File: src/hdl/assert_macros.svh
// assertion macros shared by the queue and back pipeline modules
// no dependencies; expects i_clk and i_rst_n in the including module
`ifndef ASSERT_MACROS_SVH
`define ASSERT_MACROS_SVH

// checked only out of reset
`define RCOM_ASSERT(lbl, prop, msg) \
    lbl: assert property (@(posedge i_clk) disable iff (!i_rst_n) prop) else $error(msg);

// checked on every edge, reset included
`define RCOM_ASSERT_ALWAYS(lbl, prop, msg) \
    lbl: assert property (@(posedge i_clk) prop) else $error(msg);

`endif

File: src/hdl/rcom_pkg.sv
// types and constants of the rgba crossfade and over mixer
// no dependencies
package rcom_pkg;

    localparam int COLOR_W    = 16;
    localparam int ALPHA_W    = 16;
    localparam int FRAC       = 15;
    localparam int MAG_W      = 31;
    localparam int NUM_W      = 32;
    localparam int DIV_STEPS  = 16;
    localparam int FIFO_DEPTH = 4;
    localparam int FIFO_AW    = 2;

    localparam logic [ALPHA_W-1:0] ALPHA_ONE = 16'h8000;

    localparam logic [1:0] CFG_MODE   = 2'd0;
    localparam logic [1:0] CFG_MIX_A  = 2'd1;
    localparam logic [1:0] CFG_MIX_B  = 2'd2;

    localparam logic MODE_CROSS = 1'b0;
    localparam logic MODE_OVER  = 1'b1;

    typedef struct packed {
        logic               mode;
        logic [ALPHA_W-1:0] mix_a;
        logic [ALPHA_W-1:0] mix_b;
    } t_cfg;

    typedef struct packed {
        logic [2:0]                neg;
        logic [2:0][MAG_W-1:0]     mag;
        logic [ALPHA_W-1:0]        div;
        logic [ALPHA_W-1:0]        alpha;
    } t_job;

    function automatic logic [ALPHA_W-1:0] sat_one(input logic [ALPHA_W-1:0] v);
        return (v > ALPHA_ONE) ? ALPHA_ONE : v;
    endfunction

    function automatic logic [ALPHA_W-1:0] amul(input logic [ALPHA_W-1:0] x,
                                                input logic [ALPHA_W-1:0] y);
        logic [2*ALPHA_W-1:0] p;
        p = x * y;
        return p[FRAC+ALPHA_W-1:FRAC];
    endfunction

endpackage

File: src/hdl/rcom_fifo.sv
// short word queue between front and back pipelines
// depends on rcom_pkg and assert_macros.svh
`include "assert_macros.svh"
module rcom_fifo (
    input  logic           i_clk,
    input  logic           i_rst_n,
    input  logic           i_push,
    input  rcom_pkg::t_job i_job,
    output logic           o_full,
    input  logic           i_pop,
    output logic           o_empty,
    output rcom_pkg::t_job o_job
);

    rcom_pkg::t_job r_mem [rcom_pkg::FIFO_DEPTH];
    logic [rcom_pkg::FIFO_AW-1:0] r_wr, r_rd;
    logic [rcom_pkg::FIFO_AW:0]   r_count;

    assign o_full  = (r_count == (rcom_pkg::FIFO_AW+1)'(rcom_pkg::FIFO_DEPTH));
    assign o_empty = (r_count == '0);
    assign o_job   = r_mem[r_rd];

    always_ff @(posedge i_clk) begin
        if (!i_rst_n) begin
            r_wr    <= '0;
            r_rd    <= '0;
            r_count <= '0;
        end else begin
            if (i_push) begin
                r_wr <= r_wr + 1'b1;
            end
            if (i_pop) begin
                r_rd <= r_rd + 1'b1;
            end
            r_count <= r_count + (rcom_pkg::FIFO_AW+1)'(i_push)
                               - (rcom_pkg::FIFO_AW+1)'(i_pop);
        end
        if (i_push) begin
            r_mem[r_wr] <= i_job;
        end
    end

    `RCOM_ASSERT(a_count_max, r_count <= (rcom_pkg::FIFO_AW+1)'(rcom_pkg::FIFO_DEPTH), "queue overfilled")
    `RCOM_ASSERT(a_push_lands, i_push && !i_pop |=> r_count == $past(r_count) + 1'b1, "push lost")

endmodule

File: config.mk
export PLATFORM = sky130hd
export DESIGN_NAME = rcom_fifo
export DESIGN_NICKNAME = d
export VERILOG_FILES = /design/src/hdl/rcom_pkg.sv /design/src/hdl/rcom_fifo.sv
export VERILOG_INCLUDE_DIRS = /design/src /design/src/hdl
export SDC_FILE = /design/constraint.sdc
export NUM_CORES = 1
export LEC_CHECK = 0
export BUFFER_PORTS_ARGS = -buffer_cell sky130_fd_sc_hd__buf_2
export CORE_ASPECT_RATIO = 0.7
export CORE_MARGIN = 2
export CORE_UTILIZATION = 61
export DETAILED_ROUTE_END_ITERATION = 6
export PLACE_DENSITY = 0.84
export SLEW_MARGIN = 20
export SYNTH_ARGS = -nofsm -noshare
export SYNTH_HDL_FRONTEND = slang
export SYNTH_SLANG_ARGS = --single-unit
File: constraint.sdc
create_clock -name i_clk -period 9.95 [get_ports i_clk]
set_input_delay 0.995 -clock i_clk [delete_from_list [all_inputs] [get_ports i_clk]]
set_output_delay 0.995 -clock i_clk [all_outputs]
set_load 0.05 [all_outputs]
## Word level (Yosys, flattened, before mapping)

Memories as Yosys holds them, arrays and structs flattened. A register that Yosys moved wholly into a read port is not among the register bits.
Cells that the tools add are included.
Widths: inputs -> output; s select.

| cells by class | value |
|---|---|
| div/mod/pow operators | 0 |
| bitwise gates (word level) | 0 |
| shift-type cells | 0 |
| muxes and demuxes | 4 |
| order comparisons | 0 |
| add/sub/neg operators | 4 |
| reductions and logical operators | 1 |
| equality and inequality tests | 1 |
| $mul | 0 |

Operator list:

| operator | number |
|---|---|
| $add 2x1->2 const B | 2 |
| $mux 2 | 2 |
| $add 3x1->3 | 1 |
| $eq 3x3->1 const B | 1 |
| $logic_not 3->1 | 1 |
| $sub 3x1->3 | 1 |
| $mux 1 | 2 |

| storage, ports and cells | value |
|---|---|
| output and inout bits | 130 |
| bits in registers | 7 |
| memories | 1 |
| input bits | 132 |
| latch bits | 0 |
| memory bits (read-only) | 0 |
| bits in writable memories | 512 |

Memories:

| memory | depth | bits a word | rd ports | clocked after Yosys merged registers in | write ports | RTL line | source |
|---|---|---|---|---|---|---|---|
| r_mem | 4 | 128 | 1 | 1 | 1 | rcom_fifo.sv:15 | `rcom_pkg::t_job r_mem [rcom_pkg::FIFO_DEPTH];` |

## Depth between registers and ports, before layout

| depth | value |
|---|---|
| word-level depth | 3 |
| mapped depth | 7 |

## Least setup slack after synthesis

OpenSTA, ideal clock, no wires.

| path | value |
|---|---|
| path type | input to register |
| from | in i_push |
| to | mem r_mem[0][0] (netlist bit) (enable) |
| slack | 5.520 ns |
| arrival | 3.928 ns |
| data required time | 9.448 ns |
| path buffers | 0 |
| stages | 1 |
| setup time | 0.502 ns |
| cell sequence | and2_1 |

| on the way | value |
|---|---|
| longest elaborated chain between the ends | 2 |

Ends and longest elaborated chain:

| what | RTL line | source |
|---|---|---|
| start, declared | rcom_fifo.sv:7 | `input logic i_push,` |
| $mux 1 | rcom_fifo.sv:38 | `if (i_push) begin` |
| $mux 1 (implied by the code) | rcom_fifo.sv:39 | `r_mem[r_wr] <= i_job;` |
| end, declared | rcom_fifo.sv:15 |  |

No other way between the ends.

==> results.json <==
{
  "synthTopCellsByArea": "edfxtp_1 (81%), mux4_2 (15%), buf_12 (1.1%)",
  "grt_usage_pct": 23.6,
  "ys_warn_count": 0,
  "worstSetupPathType": "flip-flop to output port",
  "async_flop_share_pct": 0,
  "start_kind": "flip-flop",
  "fin_crit_sh_pct": 43.9,
  "coreArea_um2": 30900,
  "fill_cells": 1757,
  "synth.most_common_cell": "edfxtp_1",
  "synth_fp_nets": 850,
  "fin_area_um2": 22300,
  "relSlewSlack_pct": 29.2,
  "gr-max-usage-layer": "met2",
  "synth.distinct_cells": 20,
  "skew_ns": 0.0204,
  "routed_wl_mm": 38.6,
  "dpl_cell_area_um2": 20600,
  "cts_max_path_buffers": 3,
  "irDropWorstVdd_mv": 0.198,
  "max_cap_violations": 0,
  "required_ns": 8.96,
  "setup_violations": 0,
  "io_pins": 262,
  "multiInputGateArea_um2": 3130,
  "drt_iter0_drc": 807,
  "dr.pass1.iters": 5,
  "drive_above_1_share_pct": 45.7,
  "crit_arrival_ns": 3.38,
  "cts_buffers": 47,
  "nets": 1139,
  "yosysTopAreaCellShare_pct": 80.9,
  "yosysTopAreaCell": "edfxtp_1",
  "netlist_area_um2": 19000,
  "cts-root-buf": "clkbuf_16",
  "grt_setup_unrepaired": "no",
  "grt_util_met2_pct": 38.9,
  "end_kind": "output port",
  "fin_ws_ns": 5.58,
  "finalHoldWorstSlack_ns": 0.573,
  "whs_path_depth": 2,
  "status": "finished clean",
  "seq_area_um2": 15600,
  "finalCriticalPeriod_ns": 4.37,
  "worst_r2r_path_depth": 4,
  "avgSynthCellArea_um2": 26.7,
  "path_max_fanout": 48,
  "total_power_mw": 5.15,
  "slew_viol_final": 0,
  "die_area_um2": 32600,
  "syn2layout_area_growth_pct": 17.0,
  "hold_path_class": "flip-flop to flip-flop",
  "grt_use_met1_pct": 31.6,
  "antenna_left": 0,
  "groute.layer.met3.usage_pct": 7.21,
  "worstMarginPinSlew_ns": 1.06,
  "sw_frac_of_total_pct": 25.0,
  "start_util_pct": 61.4,
  "pwr-share-clk_pct": 36.8,
  "fin_util_pct": 71.9,
  "cts_tree": "done",
  "ctsHtreeMaxLevel": 2,
  "wire_per_inst_um": 26.4,
  "yosysSeqAreaShare_pct": 81.8,
  "cts.repair.resized": 0,
  "seqPwrFrac_pct": 50.0,
  "p_comb_share_pct": 13.2,
  "dp_cells": 1371,
  "clk_pin_slew_ns": 0.06,
  "grt_pass1_vias": 8872,
  "die_w_um": 215,
  "finalHoldViolations": 0,
  "gp_congestion": 0.725,
  "power.internal_mw": 3.86,
  "grt_first_pass_wirelength_mm": 56.2,
  "clk_latency_ns": 0.55,
  "die_y_um": 152,
  "grt_overflow": 0,
  "ys_ff_latch": 521,
  "synth_enable_flop_cells": 512,
  "dpl.hpwl_mm": 21.7,
  "cts_num_sinks": 521,
  "synthCells": 711,
  "grt_max_degree": 72,
  "p_per_area_nw_per_um2": 231,
  "vias": 8728,
  "num_rows": 54,
  "ys.flop_type": "edfxtp_1",
  "portBuffers": 261,
  "drc": 0,
  "antenna_found_initial": 10,
  "vias_per_cell": 5.97,
  "cts_hold_buf": 0,
  "cts_setup_buffers": 0,
  "fin_cells": 1462,
  "power.net_switching_mw": 1.29,
  "yosys-top-cells-count": "edfxtp_1 (512), mux4_2 (128), buf_2 (13), buf_12 (10), dfxtp_1 (9)",
  "fin_setup_tns_ns": 0,
  "dpl_worst_slack_ns": 6.05,
  "power.static_leakage_nw": 7.49,
  "max_clock_freq_mhz": 229
}
-- power groups by stage --
stage | sequential, mW | combinational, mW | clock, mW
6_report | 2.57 | 0.679 | 1.89
5_1_grt | 2.58 | 0.710 | 2.00
4_1_cts | 2.58 | 0.686 | 1.93
3_5_place_dp | 2.62 | 0.678 | 0
3_3_place_gp | 2.61 | 0.666 | 0
2_1_floorplan | 2.60 | 0.535 | 0
-- logic make-up after synthesis --
kind of cell    Yosys count  synth area share, %
flops                   521                 81.8
fa+ha+maj                 7                0.500
buf+inv                  35                 1.79
xor+xnor                  3                0.217
compound gates            2               0.0789
mux                     129                 15.2
simple gates             14                0.395
-- layout make-up --
type                       count  area share [%]
tap                          420            2.36
antenna                        5          0.0562
inverter                       7           0.118
clock buffer                  53            5.58
multi-input combinational    155            14.1
sequential                   521            69.9
clock inverter                33            1.78
timing repair buffer         268            6.11
-- registers in the layout, summed over array words and instances (netlist names), named ones only --
register  count
r_count       3
r_mem       512
r_wr          2
r_rd          2
-- cell usage in the layout (no fill, tap or decap), types with 2 or more instances in the layout --
master,synthesis,layout
xnor2_1,2,2
edfxtp_1,512,512
buf_4,0,7
dfxtp_4,0,2
bufinv_16,0,9
mux4_2,128,128
clkbuf_16,0,49
buf_2,13,261
diode_2,0,5
nor2_1,5,5
clkinv_1,0,11
clkinv_4,0,2
dfxtp_1,9,7
and2_4,0,4
inv_1,7,7
clkbuf_1,1,4
ha_1,6,6
and2_1,6,2
clkinv_2,0,8
-- path summary, 6_finish.rpt --
kind	start	endpoint	slack, ns
setup / recovery	flip-flop	o_job[38]	5.58
hold / removal	r_rd[1]	flip-flop	0.57
setup reg to reg	r_wr[0]	r_mem[2][116]	7.12
hold reg to reg	r_rd[1]	flip-flop	0.57
-- metal layers --
layer	vias up	part of all wire (%)	wire [µm]
met5	-	0.18	68
met4	12	1.9	715
met3	58	8.8	3400
met2	427	51	19600
met1	4563	39	14900
li1	3668	-	-
-- critical path: stages (launching register included) --
cell	delay, ns
dfxtp_4	1.01
buf_4	0.87
mux4_2	0.64
buf_2	0.23
(Power assumes the default switching activity.)
