File: config.mk
export PLATFORM = sky130hd
export DESIGN_NAME = rcom_back
export DESIGN_NICKNAME = d
export VERILOG_FILES = /design/src/hdl/rcom_pkg.sv /design/src/hdl/rcom_back.sv
export VERILOG_INCLUDE_DIRS = /design/src /design/src/hdl
export SDC_FILE = /design/constraint.sdc
export NUM_CORES = 2
export LEC_CHECK = 0
export BUFFER_PORTS_ARGS = -buffer_cell sky130_fd_sc_hd__buf_2
export CAP_MARGIN = 40
export CORE_AREA = 2 2 474 476
export CTS_CLUSTER_SIZE = 30
export DETAILED_ROUTE_END_ITERATION = 10
export DIE_AREA = 0 0 476 478
export PLACE_DENSITY_LB_ADDON = 0.08
export SKIP_LAST_GASP = 1
export SLEW_MARGIN = 10
export SYNTH_ARGS = -nofsm -noshare
export SYNTH_HDL_FRONTEND = slang
export SYNTH_SLANG_ARGS = --single-unit
File: constraint.sdc
create_clock -name i_clk -period 88.4 [get_ports i_clk]
set_input_delay 4.42 -clock i_clk [delete_from_list [all_inputs] [get_ports i_clk]]
set_output_delay 4.42 -clock i_clk [all_outputs]
set_load 0.03 [all_outputs]
File: src/hdl/assert_macros.svh
// assertion macros shared by the queue and back pipeline modules
// no dependencies; expects i_clk and i_rst_n in the including module
`ifndef ASSERT_MACROS_SVH
`define ASSERT_MACROS_SVH

// checked only out of reset
`define RCOM_ASSERT(lbl, prop, msg) \
    lbl: assert property (@(posedge i_clk) disable iff (!i_rst_n) prop) else $error(msg);

// checked on every edge, reset included
`define RCOM_ASSERT_ALWAYS(lbl, prop, msg) \
    lbl: assert property (@(posedge i_clk) prop) else $error(msg);

`endif

File: src/hdl/rcom_pkg.sv
// types and constants of the rgba crossfade and over mixer
// no dependencies
package rcom_pkg;

    localparam int COLOR_W    = 16;
    localparam int ALPHA_W    = 16;
    localparam int FRAC       = 15;
    localparam int MAG_W      = 31;
    localparam int NUM_W      = 32;
    localparam int DIV_STEPS  = 16;
    localparam int FIFO_DEPTH = 4;
    localparam int FIFO_AW    = 2;

    localparam logic [ALPHA_W-1:0] ALPHA_ONE = 16'h8000;

    localparam logic [1:0] CFG_MODE   = 2'd0;
    localparam logic [1:0] CFG_MIX_A  = 2'd1;
    localparam logic [1:0] CFG_MIX_B  = 2'd2;

    localparam logic MODE_CROSS = 1'b0;
    localparam logic MODE_OVER  = 1'b1;

    typedef struct packed {
        logic               mode;
        logic [ALPHA_W-1:0] mix_a;
        logic [ALPHA_W-1:0] mix_b;
    } t_cfg;

    typedef struct packed {
        logic [2:0]                neg;
        logic [2:0][MAG_W-1:0]     mag;
        logic [ALPHA_W-1:0]        div;
        logic [ALPHA_W-1:0]        alpha;
    } t_job;

    function automatic logic [ALPHA_W-1:0] sat_one(input logic [ALPHA_W-1:0] v);
        return (v > ALPHA_ONE) ? ALPHA_ONE : v;
    endfunction

    function automatic logic [ALPHA_W-1:0] amul(input logic [ALPHA_W-1:0] x,
                                                input logic [ALPHA_W-1:0] y);
        logic [2*ALPHA_W-1:0] p;
        p = x * y;
        return p[FRAC+ALPHA_W-1:FRAC];
    endfunction

endpackage

File: src/hdl/rcom_back.sv
// back pipeline: one quotient bit per stage for three channels, sign fix, output register
// depends on rcom_pkg and assert_macros.svh
`include "assert_macros.svh"
module rcom_back (
    input  logic           i_clk,
    input  logic           i_rst_n,
    input  logic           i_empty,
    input  rcom_pkg::t_job i_job,
    output logic           o_pop,
    output logic           o_valid,
    input  logic           i_ready,
    output logic [63:0]    o_data
);

    localparam int S = rcom_pkg::DIV_STEPS;

    logic [S:0]                    r_v;
    logic [2:0][15:0]              r_rem [S+1];
    logic [2:0][15:0]              r_low [S+1];
    logic [15:0]                   r_div [S+1];
    logic [15:0]                   r_alpha [S+1];
    logic [2:0]                    r_neg [S+1];
    logic [2:0][15:0]              n_rem [S+1];
    logic [2:0][15:0]              n_low [S+1];
    logic                          r_out_v;
    logic [63:0]                   r_out;
    logic [63:0]                   n_out;
    logic                          adv;

    assign adv     = !r_out_v || i_ready;
    assign o_pop   = adv && !i_empty;
    assign o_valid = r_out_v;
    assign o_data  = r_out;

    always_comb begin
        logic [16:0] t, d;
        logic        ge;
        for (int c = 0; c < 3; c++) begin
            n_rem[0][c] = {1'b0, i_job.mag[c][30:16]};
            n_low[0][c] = i_job.mag[c][15:0];
        end
        for (int s = 0; s < S; s++) begin
            for (int c = 0; c < 3; c++) begin
                t  = {r_rem[s][c], r_low[s][c][15]};
                d  = t - {1'b0, r_div[s]};
                ge = (t >= {1'b0, r_div[s]});
                n_rem[s+1][c] = ge ? d[15:0] : t[15:0];
                n_low[s+1][c] = {r_low[s][c][14:0], ge};
            end
        end
        for (int c = 0; c < 3; c++) begin
            n_out[16*c +: 16] = r_neg[S][c] ? 16'(-r_low[S][c]) : r_low[S][c];
        end
        n_out[63:48] = r_alpha[S];
    end

    always_ff @(posedge i_clk) begin
        if (!i_rst_n) begin
            r_v     <= '0;
            r_out_v <= 1'b0;
        end else if (adv) begin
            r_v     <= {r_v[S-1:0], o_pop};
            r_out_v <= r_v[S];
        end
        if (adv) begin
            r_rem[0]   <= n_rem[0];
            r_low[0]   <= n_low[0];
            r_div[0]   <= i_job.div;
            r_alpha[0] <= i_job.alpha;
            r_neg[0]   <= i_job.neg;
            for (int s = 1; s <= S; s++) begin
                r_rem[s]   <= n_rem[s];
                r_low[s]   <= n_low[s];
                r_div[s]   <= r_div[s-1];
                r_alpha[s] <= r_alpha[s-1];
                r_neg[s]   <= r_neg[s-1];
            end
            r_out <= n_out;
        end
    end

    `RCOM_ASSERT(a_pop_fills, o_pop |=> r_v[0], "popped word not in first stage")
    `RCOM_ASSERT(a_div_nonzero, r_v[0] |-> r_div[0] != 16'd0, "zero divisor in divider")
    `RCOM_ASSERT_ALWAYS(a_reset_clear, !i_rst_n |=> !r_out_v && r_v == '0, "valid after reset")

endmodule

Word-level counts from Yosys, hierarchy flattened
Memory sizes are Yosys's and may differ from the RTL's. A register that Yosys moved wholly into a read port is not among the register bits. Cells that the tools add are included.

Bits of input ports: 132. Word-level logic and storage cells: 164. Register bits: 82. Memories kept: 5. Memory bits (writable): 2227. Output and inout port bits: 66.

Memory list: r_low (depth 17, width 48, read ports 17, clocked after memory_dff 0, write ports 17, RTL line rcom_back.sv:19) `logic [2:0][15:0] r_low [S+1];`; r_rem (depth 17, width 48, read ports 16, clocked after memory_dff 0, write ports 17, RTL line rcom_back.sv:18) `logic [2:0][15:0] r_rem [S+1];`; r_alpha (depth 17, width 16, read ports 17, clocked after memory_dff 1, write ports 17, RTL line rcom_back.sv:21) `logic [15:0] r_alpha [S+1];`; r_div (depth 17, width 16, read ports 16, clocked after memory_dff 0, write ports 17, RTL line rcom_back.sv:20) `logic [15:0] r_div [S+1];`; r_neg (depth 17, width 3, read ports 17, clocked after memory_dff 0, write ports 17, RTL line rcom_back.sv:22) `logic [2:0] r_neg [S+1];`.

Add/sub/neg operators: 51. Reduce and logical (&&, ||, !) cells: 4. Multiplexer cells: 53. Order comparisons: 48.

Operators by type and width (count): greater-or-equal comparator 17 x 16 -> 1 bit (48); 2-to-1 mux 16 bit (51); subtractor 16 bit (48); negation 16 bit (3); zero test 1 bit (2); 2-to-1 mux 1 bit (2); logical AND 1 bit (1); logical OR 1 bit (1).

Logic depth before layout (Yosys ltp)
Word-level depth: 4. Depth in mapped cells: 13. Depth with buffers taken out: 11.

Worst setup path after synthesis
OpenSTA, ideal clock, no wires.

Kind: input-to-reg. From: input port i_ready. To: register r_out[0], in the netlist o_data[0] (enable). Data required time: 84946 ps. Setup slack: 20475 ps. Stages: 3. Setup time: 3454 ps. Arrival time: 64471 ps. Buffers on the path: 1. Path through: nor2b_1 clkinv_1 clkbuf_1.

Cells in the longest elaborated chain, start to end: 1.

RTL lines: from (decl) (RTL line rcom_back.sv:11) `input logic i_ready,`; logical OR 1 bit (RTL line rcom_back.sv:30) `assign adv = !r_out_v || i_ready;`; to (signal assigned) (RTL line rcom_back.sv:78) `r_out <= n_out;`; to (decl) (RTL line rcom_back.sv:26) `logic [63:0] r_out;`.

No other way between the ends. A chain may end at the register's enable or synchronous reset.

Worst setup path after layout
From: input port i_ready. To: output port o_pop.

Cells in the longest elaborated chain, start to end: 2.

RTL lines: logical OR 1 bit (RTL line rcom_back.sv:30); logical AND 1 bit (RTL line rcom_back.sv:31) `assign o_pop = adv && !i_empty;`; to (decl) (RTL line rcom_back.sv:9) `output logic o_pop,`.

No other way between the ends.

==> impl_metrics.toml <==
[detailed_routing]
vias_per_cell = 5.63
drc = 0
num_vias = 67300
wl_per_cell_um = 21.3
detail-route-antenna-nets = 0
drt_first_pass_iters = 6
routed_wl_um = 254000
drt_iter0_drc = 5976

[power]
cellLeakagePower_nw = 48.9
peakVddDrop_mv = 0.0218
finalPower_mw = 4.68
power.density_nw_per_um2 = 37.7

[sta]
finalMaxSlewViolations = 0
finalWorstPathRequiredPeriod_ns = 9.61
whs_ns = 0.377
fin_worst_skew_ns = 0.0622
rsz_0062_raised_after_global_routing = "false"
final-setup-viol-count = 0
final_total_negative_setup_slack_ns = 0
timing.final.hold_violations = 0
timing.final.crit_share_pct = 10.9
slew_headroom_pct = 30.0
max_freq_mhz = 104
tightest_slew_ns = 1.05

[critical_path]
endpoint_kind = "output port"
critPathKind = "input pin to output port"
worst-endpoint-arrival_ns = 5.19
register_to_register_path_setup_slack_ns = 82.87
worst-r2r-cell-count = 10
crit-reg2reg-capture = "r_rem[0][267]$_DFFE_PN_"
cp-startpoint = "i_ready"
cp_max_fo = 20
reg2reg_launch_point = "o_valid$_SDFFE_PN0N_"
critical_path_required_ns = 83.98
start_kind = "input pin"

[logic_synthesis]
yosys-top-cells-area = "sky130_fd_sc_hd__edfxtp_1 (60%), sky130_fd_sc_hd__ha_1 (8.7%), sky130_fd_sc_hd__mux2_2 (4.1%), sky130_fd_sc_hd__xnor2_1 (3.1%), sky130_fd_sc_hd__a21oi_1 (2.2%)"
ys_seq_area_share_pct = 60.6
postSynthRegisterBits = 2242
synth_area_um2 = 111000
synth.yosys.warnings = 0
synth-edff-count = 2224
async_reset_ff_share_pct = 0
netlist.top_cell.by_area = "sky130_fd_sc_hd__edfxtp_1"
synthFlopType = "sky130_fd_sc_hd__edfxtp_1"
mappedNetlistNets = 9302
synthDistinctLibCells = 90
synth_top_cell_area_share_pct = 60.3
syn-mean-instance-area_um2 = 13.3
netlist_instances = 8354

[place]
dp.final_hpwl_um = 192000
gpl.final_weighted_congestion = 0.929
portBuffers = 197

[final_layout]
nFillCells = 18100
multi_input_area_um2 = 41300
seq_area_um2 = 67100
nNetsFinal = 9691
drive_above_1_share_pct = 12.4
area_growth_syn_to_layout_pct = 12.0

[global_routing]
global_route.usage.total_pct = 22.1
grt_first_pass_wirelength_um = 384000
grt.overflow.total = 0
antenna_found_initial = 11
grt_max_degree = 193
first_global_vias = 64700

[clock_tree]
count_of_hold_fix_buffers_inserted_at_cts = 0
clock_sink_count = 2242
tritoncts = "yes"
cts-buffers-inserted = 231
cts_resized = 0
number_of_buffers_between_clock_root_and_the_deepest_sink = 3
clk_transition_reported_paths_ns = 0.06
post-cts-setup-buffers = 0
clock_tree.htree_level_count = 4
insertion_delay_ns = 0.91
clock-root-buffer = "sky130_fd_sc_hd__clkbuf_16"

[die]
die_height_um = 478
io_pins = 198
core_region_um2 = 223000
initial_core_util_pct = 49.6
rows = 174
die-area_um2 = 228000
die_w_um = 476

[job]
drv.max_cap_violation_count = 0

[min_path]
min_path_cells = 0
whs_endpoint = "r_low[0][637]$_DFFE_PN_"
hold_path.class = "flop to flop"
min-delay-start = "r_low[0][588]$_DFFE_PN_"

[run_status]
run_status = "complete, no violations"
[how the worst max path moves through the flow]
stage          slack [ns]                      to  cells past startpoint
3_5_place_dp        78.57  r_div[0][91]$_DFFE_PN_                     10
4_1_cts             78.78                   o_pop                      5
3_3_place_gp        78.58  r_div[0][91]$_DFFE_PN_                      9
6_report            78.79                   o_pop                      5
2_1_floorplan       20.47     o_data[0]$_DFFE_PN_                      3
5_1_grt             78.71                   o_pop                      5
[state kept, by name, summed over array words and instances, names as in the netlist]
| signal | count |
|---|---|
| r_low | 816 |
| o_data | 64 |
| r_alpha | 272 |
| r_div | 256 |
| r_rem | 765 |
| r_v | 17 |
| r_neg | 51 |
| o_valid | 1 |
[cells in the mapped netlist (all sizes together) (46+ instances only)]
cell type and instances:
o31ai 89, a21o 166, a31oi 54, o21a 138, inv 498, xor2 143
nand2 398, o21ai 436, nor2b 148, a21boi 51, nand2b 105, nor2 536
mux2 403, or3 57, a21oi 495, ha 771, a211oi 63, nor3 179
a211o 48, nand4 100, mux2i 56, clkbuf 76, nand3 119, edfxtp 2224
xnor2 386, buf 46
[per-layer routing]
metal / global-route usage [%] / vias to the layer above / part of all wire, %
li1: - / 32500 / -
met3: 2.93 / 368 / 5.5
met1: 33.7 / 32600 / 49
met2: 33.1 / 1815 / 43
met4: 6.57 / 0 / 2.7
met5: 0 / - / 0
[cell families (layout without fill, tap and decap cells)]
logic type                 after synthesis  count (layout)  synth area share, %
xor gates and xnor gates               529             529                 4.18
DFF                                   2242            2242                 60.6
other                                    0               2                    0
and+or+nand+nor                       1840            1840                 8.11
buffers and inverters                  621            1211                 2.17
AOI/OAI and AO/OA                     1847            1847                 10.8
adders and majority gates              816             816                 9.52
muxes                                  459             459                 4.60
[cell usage in the layout, fill, tap and decap left out, types with 138 or more instances in the layout]
cell type and n:
sky130_fd_sc_hd__buf_2 197, sky130_fd_sc_hd__clkbuf_16 231, sky130_fd_sc_hd__o21ai_0 423, sky130_fd_sc_hd__edfxtp_1 2224, sky130_fd_sc_hd__nand2_1 398, sky130_fd_sc_hd__nor2b_1 148, sky130_fd_sc_hd__ha_1 771, sky130_fd_sc_hd__inv_1 498
sky130_fd_sc_hd__nor3_1 178, sky130_fd_sc_hd__a21o_1 166, sky130_fd_sc_hd__xnor2_1 386, sky130_fd_sc_hd__nor2_1 536, sky130_fd_sc_hd__xor2_1 143, sky130_fd_sc_hd__o21a_1 138, sky130_fd_sc_hd__a21oi_1 491, sky130_fd_sc_hd__mux2_2 400
[through the flow]
stage | setup slack [ns] | util, % | cell area (µm²) | instances
global placement | 78.58 | 51.7 | 115000 | 11500
CTS | 78.78 | 55.6 | 124000 | 11900
detailed placement | 78.57 | 52.0 | 116000 | 11500
floorplan | 20.47 | - | 111000 | 8354
global route | 78.71 | 55.6 | 124000 | 11900
finish | 78.79 | 55.6 | 124000 | 11900
[critical path, stage by stage]
cell                      delay (ns)
sky130_fd_sc_hd__buf_2          0.10
sky130_fd_sc_hd__nor2b_1        0.12
sky130_fd_sc_hd__buf_4          0.28
sky130_fd_sc_hd__nor2_1         0.09
sky130_fd_sc_hd__buf_2          0.19
[power by group]
group,switching (mW),internal (mW)
logic,1.05,0.831
clock network,0.420,0.576
registers,0.200,1.60
[cell type report]
type | instances | share of cell area [%]
clock buffer | 274 | 4.79
timing repair buffer | 278 | 1.71
inverter | 499 | 1.52
clock inverter | 160 | 1.60
tap | 2992 | 3.02
antenna | 2 | 0.00403
multi-input combinational | 5491 | 33.3
sequential | 2242 | 54.1
Power figures use the tool's default switching activity.
